[src/ray_disk_intersect_assert.svh]
// Assertion macros for the ray/disk intersection block.
`ifndef RAY_DISK_INTERSECT_ASSERT_SVH
`define RAY_DISK_INTERSECT_ASSERT_SVH
`ifndef SYNTHESIS
`define RDI_ASSERT_IMPL(lbl, clk, rstn, ante, cons) \
    lbl: assert property (@(posedge clk) disable iff (!rstn) (ante) |-> (cons)) \
        else $error("rdi: same-cycle check failed");
`define RDI_ASSERT_NEXT(lbl, clk, rstn, ante, cons) \
    lbl: assert property (@(posedge clk) disable iff (!rstn) (ante) |=> (cons)) \
        else $error("rdi: next-cycle check failed");
`else
`define RDI_ASSERT_IMPL(lbl, clk, rstn, ante, cons)
`define RDI_ASSERT_NEXT(lbl, clk, rstn, ante, cons)
`endif
`endif

[src/rdi_pkg.sv]
// Shared constants, types and the arctangent table for the ray/disk block.
package rdi_pkg;

    localparam int FRAC_BITS_DEF    = 16;
    localparam int CORDIC_STEPS_DEF = 16;

    localparam int DIV1_W     = 65;   // |dir * num| and |num << frac|
    localparam int DIV2_W     = 63;   // R * |p| and (R - r) << 16
    localparam int DEN_W      = 32;
    localparam int SQRT_IN_W  = 64;
    localparam int SQRT_OUT_W = SQRT_IN_W / 2;
    localparam int CORDIC_W   = 35;

    localparam logic [31:0] TWO_PI_Q29    = 32'd3373259426;
    localparam logic [30:0] LEN_UNBOUNDED = 31'h7FFF_FFFF;
    localparam logic [31:0] ANG_HALF_TURN = 32'h8000_0000;

    typedef enum logic [1:0] {
        CFG_RADIUS = 2'd0,
        CFG_HEIGHT = 2'd1
    } cfg_index_t;

    typedef struct packed {
        logic signed [31:0] ox;
        logic signed [31:0] oy;
        logic [30:0]        len;
        logic               neg_t;
        logic               neg_x;
        logic               neg_y;
        logic               dz_zero;
    } side1_t;

    typedef struct packed {
        logic               hit;
        logic [30:0]        t;
        logic signed [31:0] px;
        logic signed [31:0] py;
        logic [31:0]        absx;
        logic [31:0]        absy;
        logic signed [31:0] dux;
        logic signed [31:0] duy;
        logic               zero;
    } side2_t;

    typedef struct packed {
        logic               hit;
        logic [30:0]        t;
        logic signed [31:0] px;
        logic signed [31:0] py;
        logic signed [31:0] dux;
        logic signed [31:0] duy;
        logic [15:0]        u;
        logic               r_zero;
        logic               px_pos;
        logic               py_pos;
    } side3_t;

    // atan(2^-i) in turns, 2^32 = full circle
    function automatic logic [31:0] atan_turn(input logic [4:0] idx);
        logic [31:0] a;
        unique case (idx)
            5'd0:  a = 32'h2000_0000;
            5'd1:  a = 32'h12E4_051E;
            5'd2:  a = 32'h09FB_385B;
            5'd3:  a = 32'h0511_11D4;
            5'd4:  a = 32'h028B_0D43;
            5'd5:  a = 32'h0145_D7E1;
            5'd6:  a = 32'h00A2_F61E;
            5'd7:  a = 32'h0051_7C55;
            5'd8:  a = 32'h0028_BE53;
            5'd9:  a = 32'h0014_5F2F;
            5'd10: a = 32'h000A_2F98;
            5'd11: a = 32'h0005_17CC;
            5'd12: a = 32'h0002_8BE6;
            5'd13: a = 32'h0001_45F3;
            5'd14: a = 32'h0000_A2FA;
            5'd15: a = 32'h0000_517D;
            5'd16: a = 32'h0000_28BE;
            5'd17: a = 32'h0000_145F;
            5'd18: a = 32'h0000_0A30;
            5'd19: a = 32'h0000_0518;
            5'd20: a = 32'h0000_028C;
            5'd21: a = 32'h0000_0146;
            5'd22: a = 32'h0000_00A3;
            5'd23: a = 32'h0000_0051;
            5'd24: a = 32'h0000_0029;
            5'd25: a = 32'h0000_0014;
            5'd26: a = 32'h0000_000A;
            5'd27: a = 32'h0000_0005;
            5'd28: a = 32'h0000_0003;
            5'd29: a = 32'h0000_0001;
            5'd30: a = 32'h0000_0001;
            5'd31: a = 32'h0000_0000;
        endcase
        return a;
    endfunction

endpackage

[src/rdi_sqrt.sv]
// Pipelined integer square root, one root bit per stage.
module rdi_sqrt import rdi_pkg::*; #(
    parameter int IN_W = SQRT_IN_W
) (
    input  logic              aclk,
    input  logic              en,
    input  logic [IN_W-1:0]   rad,
    output logic [IN_W/2-1:0] root
);

    localparam int OUT_W = IN_W / 2;

    logic [IN_W:0]    rem_reg  [OUT_W];
    logic [OUT_W-1:0] root_reg [OUT_W];

    for (genvar i = 0; i < OUT_W; i++) begin : g_stage
        localparam int B = OUT_W - 1 - i;
        logic [IN_W:0]    rem_in;
        logic [OUT_W-1:0] root_in;
        logic [IN_W:0]    cand;
        logic             take;

        if (i == 0) begin : g_first
            assign rem_in  = {1'b0, rad};
            assign root_in = '0;
        end else begin : g_next
            assign rem_in  = rem_reg[i-1];
            assign root_in = root_reg[i-1];
        end

        // (root + 2^B)^2 - root^2
        assign cand = ((IN_W+1)'(root_in) << (B + 1)) | ((IN_W+1)'(1) << (2 * B));
        assign take = rem_in >= cand;

        always_ff @(posedge aclk) begin
            if (en) begin
                rem_reg[i]  <= take ? rem_in - cand : rem_in;
                root_reg[i] <= take ? (root_in | (OUT_W'(1) << B)) : root_in;
            end
        end
    end

    assign root = root_reg[OUT_W-1];

endmodule

[config.mk]
export PLATFORM = sky130hd
export DESIGN_NAME = rdi_sqrt
export DESIGN_NICKNAME = d
export VERILOG_FILES = /design/src/ray_disk_intersect_assert.svh /design/src/rdi_pkg.sv /design/src/rdi_sqrt.sv
export SDC_FILE = /design/constraint.sdc
export NUM_CORES = 2
export LEC_CHECK = 0
export BUFFER_PORTS_ARGS = -buffer_cell sky130_fd_sc_hd__buf_4
export CAP_MARGIN = 20
export CORE_UTILIZATION = 62
export DETAILED_ROUTE_END_ITERATION = 8
export HOLD_SLACK_MARGIN = 0.1
export PLACE_DENSITY_LB_ADDON = 0.25
export SETUP_SLACK_MARGIN = 0.1
export SYNTH_ARGS = -nofsm -noshare
export SYNTH_HDL_FRONTEND = slang
export SYNTH_SLANG_ARGS = --single-unit
[constraint.sdc]
create_clock -name aclk -period 4.2 [get_ports aclk]
set_clock_uncertainty 0.2 [all_clocks]
set_input_delay 1.26 -clock aclk [delete_from_list [all_inputs] [get_ports aclk]]
set_output_delay 1.26 -clock aclk [all_outputs]
set_load 0.01 [all_outputs]
==> results.md <==
- Status: complete, no violations
- Site row count: 162
- Ratio of cells with drive above 1 in the final layout: 9.35%
- Crit Path Class: reg2reg
- FF-to-FF path depth: 11
- Vias per cell: 6.24
- Fraction of registers with async set/reset: 0%
- Largest net degree at the start of global routing: 121
- RSZ-0062 raised after global routing: true
- Sequential cell area: ~76000 sq um
- CTS tree: yes
- HP Class: reg2reg
- First drt pass iteration count: 6
- Final Critical Period: 4.05 ns
- CP Launch Type: register
- Hold depth: 0
- Hold WS: 0.225 ns
- CTS Buf Count: between 200 and 300
- Required time of the worst setup path: 4.68 ns
- Via count: about 80000
- Root Driver: clkbuf_16
- Post-Synthesis Cells: roughly 9700
- Pwr per Cell Area: between 500 and 600 nW/um^2
- DRC violations left: 0
- GRT Residual Overflow: 0
- Clk slew on worst S/H paths: 0.06 ns
- Starting DRT DRC Count: 8956
- Slew of the pin with the lowest slew margin: 1.18 ns
- Syn Std Cell Area: roughly 120000 sq um
- Post-synth top flop: edfxtp_1
- Synthesized area per cell: 12.6 sq um
- Largest register FFs: 2015
- Final setup viols: 0
- Hold Fails Final Rpt: 0
- Total GRT Usage: approximately 31%
- P_leak: slightly above 50 nW
- Vias in the first global route: 78900
- Initial antenna violation count: 10
- Number of flops mapped to enable cells by yosys: 2543
- First-pass GRT wire length: 473 mm
- Most frequent cells in the layout: edfxtp_1 (2543), inv_1 (691), nor2_1 (680)
- Maxcap violations: 0
- R2R Path Start: rem_reg[9][90]$_DFFE_PP_
- Crit share post-route: 96.5%
- CTS Sinks: 2543
- IO Count: 98
- Commonest non-fill, non-tap cell in the layout: edfxtp_1
- Fin nets: 10800
- Die footprint: roughly 200000 sq um
- Post-DRT Antenna Nets: 0
- Area occupied by multi-input gates: around 43000 sq um
- Synth Warn #: 0
- Sum Neg Setup Slack: 0 ns
- Total chip power: 75.2 mW
- Synth Net Count: just over 10000
- Core Util, Final: 70.2%
- Relative slew slack: 20.6%
- Port-buffer cells: 97
- Critical Path AT: 4.53 ns
- WHS Endpoint: root_reg[6][21]$_DFFE_PP_
- Worst-path maximum fanout: 5
- R2R Setup Slk: 0.15 ns
- Skew-Pair Late Insertion Delay: 0.92 ns
- Routability-driven placement congestion ratio: 0.939
- H-tree Lvls: 5
- Overall die height: 446 microns
- RR Endpoint: rem_reg[10][47]$_DFFE_PP_
- Initial Util: 62.6%
- Min-delay src: root_reg[5][117]$_DFFE_PP_
- Worst Setup End Kind: register
- Final Max Tran Viols: 0
- Wirelength, routed: 313 mm
- Seq cells post-synth: ~2500
- Area Overhead vs Synth: 12.1%
- Filler instances: between 10000 and 15000
- Bufs on Longest Clock Path: 4
- FMAX: around 0.25 GHz
- Core area: 196000 sq um
- Worst vdd ir: 433 uV
- DR WL/cell: ~24 microns
- Sequential fraction of the synthesis area: between 60% and 70%
- Die X: between 400 and 500 microns
- Hpwl dp: 232 mm
- Unique masters post-synth: 94
[how the worst max path moves through the flow]
stage | end | slack [ns] | startpoint
floorplan | rem_reg[11][21]$_DFFE_PP_ | 0.45 | rem_reg[10][116]$_DFFE_PP_
global placement | rem_reg[14][39]$_DFFE_PP_ | 0.13 | root_reg[6][106]$_DFFE_PP_
detailed placement | rem_reg[14][50]$_DFFE_PP_ | -0.05 | root_reg[6][106]$_DFFE_PP_
CTS | rem_reg[14][50]$_DFFE_PP_ | 0.12 | root_reg[6][106]$_DFFE_PP_
global route | rem_reg[14][50]$_DFFE_PP_ | 0.05 | root_reg[6][101]$_DFFE_PP_
finish | rem_reg[10][47]$_DFFE_PP_ | 0.15 | rem_reg[9][90]$_DFFE_PP_
[final cells by class]
class                      count  area share (%)
sequential                  2543            55.6
antenna                        3         0.00547
timing repair buffer         389            2.50
multi-input combinational   6302            31.3
clock buffer                 344            5.46
clock inverter               132           0.819
tap                         2624            2.39
inverter                     695            1.90
[metal layers]
metal  wire [microns]  track usage (%)  vias up
li1                 -                -    37500
met1           133000             44.3    39800
met2           146000             49.6     3469
met3            25300             5.37      560
met4             8870             8.90        2
met5               12                0        -
[cells in the mapped netlist, types with 22 or more instances]
| cell type | n | area [sq um] |
|---|---|---|
| a211oi_1 | 43 | 323 |
| a21boi_0 | 22 | 165 |
| a21o_1 | 224 | 1680 |
| a21oi_1 | 596 | 2980 |
| a31oi_1 | 35 | 219 |
| and2_1 | 39 | 244 |
| and3_1 | 48 | 300 |
| clkbuf_1 | 164 | 616 |
| edfxtp_1 | 2543 | 76400 |
| ha_1 | 558 | 6980 |
| inv_1 | 691 | 2590 |
| mux2_2 | 93 | 1050 |
| nand2_1 | 557 | 2090 |
| nand2b_1 | 112 | 701 |
| nand3_1 | 189 | 946 |
| nand3b_1 | 34 | 255 |
| nand4_1 | 180 | 1130 |
| nand4b_1 | 35 | 307 |
| nor2_1 | 680 | 2550 |
| nor2b_1 | 70 | 438 |
| nor3_1 | 263 | 1320 |
| nor4_1 | 341 | 2130 |
| nor4b_1 | 56 | 490 |
| o211ai_1 | 46 | 345 |
| o21a_1 | 87 | 653 |
| o21ai_0 | 420 | 2100 |
| o21bai_1 | 53 | 398 |
| o31ai_1 | 46 | 345 |
| or2_2 | 36 | 225 |
| or3_1 | 117 | 732 |
| or4_1 | 74 | 556 |
| xnor2_1 | 519 | 4550 |
| xor2_1 | 393 | 3440 |
[worst max-delay path, cell delays in order, from the launching register on]
cell,delay [ns]
edfxtp_1,0.44
ha_1,0.49
o211ai_1,0.15
nand2_1,0.13
a221oi_1,0.11
buf_4,0.18
o2111ai_1,0.38
nand2_1,0.17
o211ai_1,0.40
o21ai_1,0.20
or4b_2,0.68
xnor2_1,0.27
[what timing repair did]
item	in CTS	in global routing
hold buffers	0	0
resized for setup	4	40
pin swaps	0	4
endpoints found under the setup margin	16	135
buffers inserted	0	2
[where the power goes]
part / switching [mW] / leakage, nW / internal (mW) / total [mW]
clock: 9.82 / 4.15 / 13.7 / 23.5
sequential: 2.78 / 24.5 / 32.2 / 34.9
combinational: 9.81 / 23.2 / 6.88 / 16.7
[logic make-up (layout without fill, tap and decap cells)]
kind of cell               Yosys count  in the layout  share of synthesized area [%]
adders and majority gates          558            558                           5.70
muxes                              106            106                          0.965
xor gates and xnor gates           912            912                           6.52
and+or+nand+nor                   2930           2930                           12.5
buffers and inverters              893           1560                           2.77
AOI/OAI and AO/OA                 1796           1796                           9.17
DFF                               2543           2543                           62.4
other                                0              3                              0
[through the flow]
step	area, sq um	worst slack, ns	std cells
final	137000	0.148	13000
after global routing	137000	0.0534	13000
after CTS	137000	0.122	13000
after detailed placement	128000	-0.0519	12600
after global placement	128000	0.134	12600
after floorplan	122000	0.451	9738
Power figures use the tool's default switching activity.
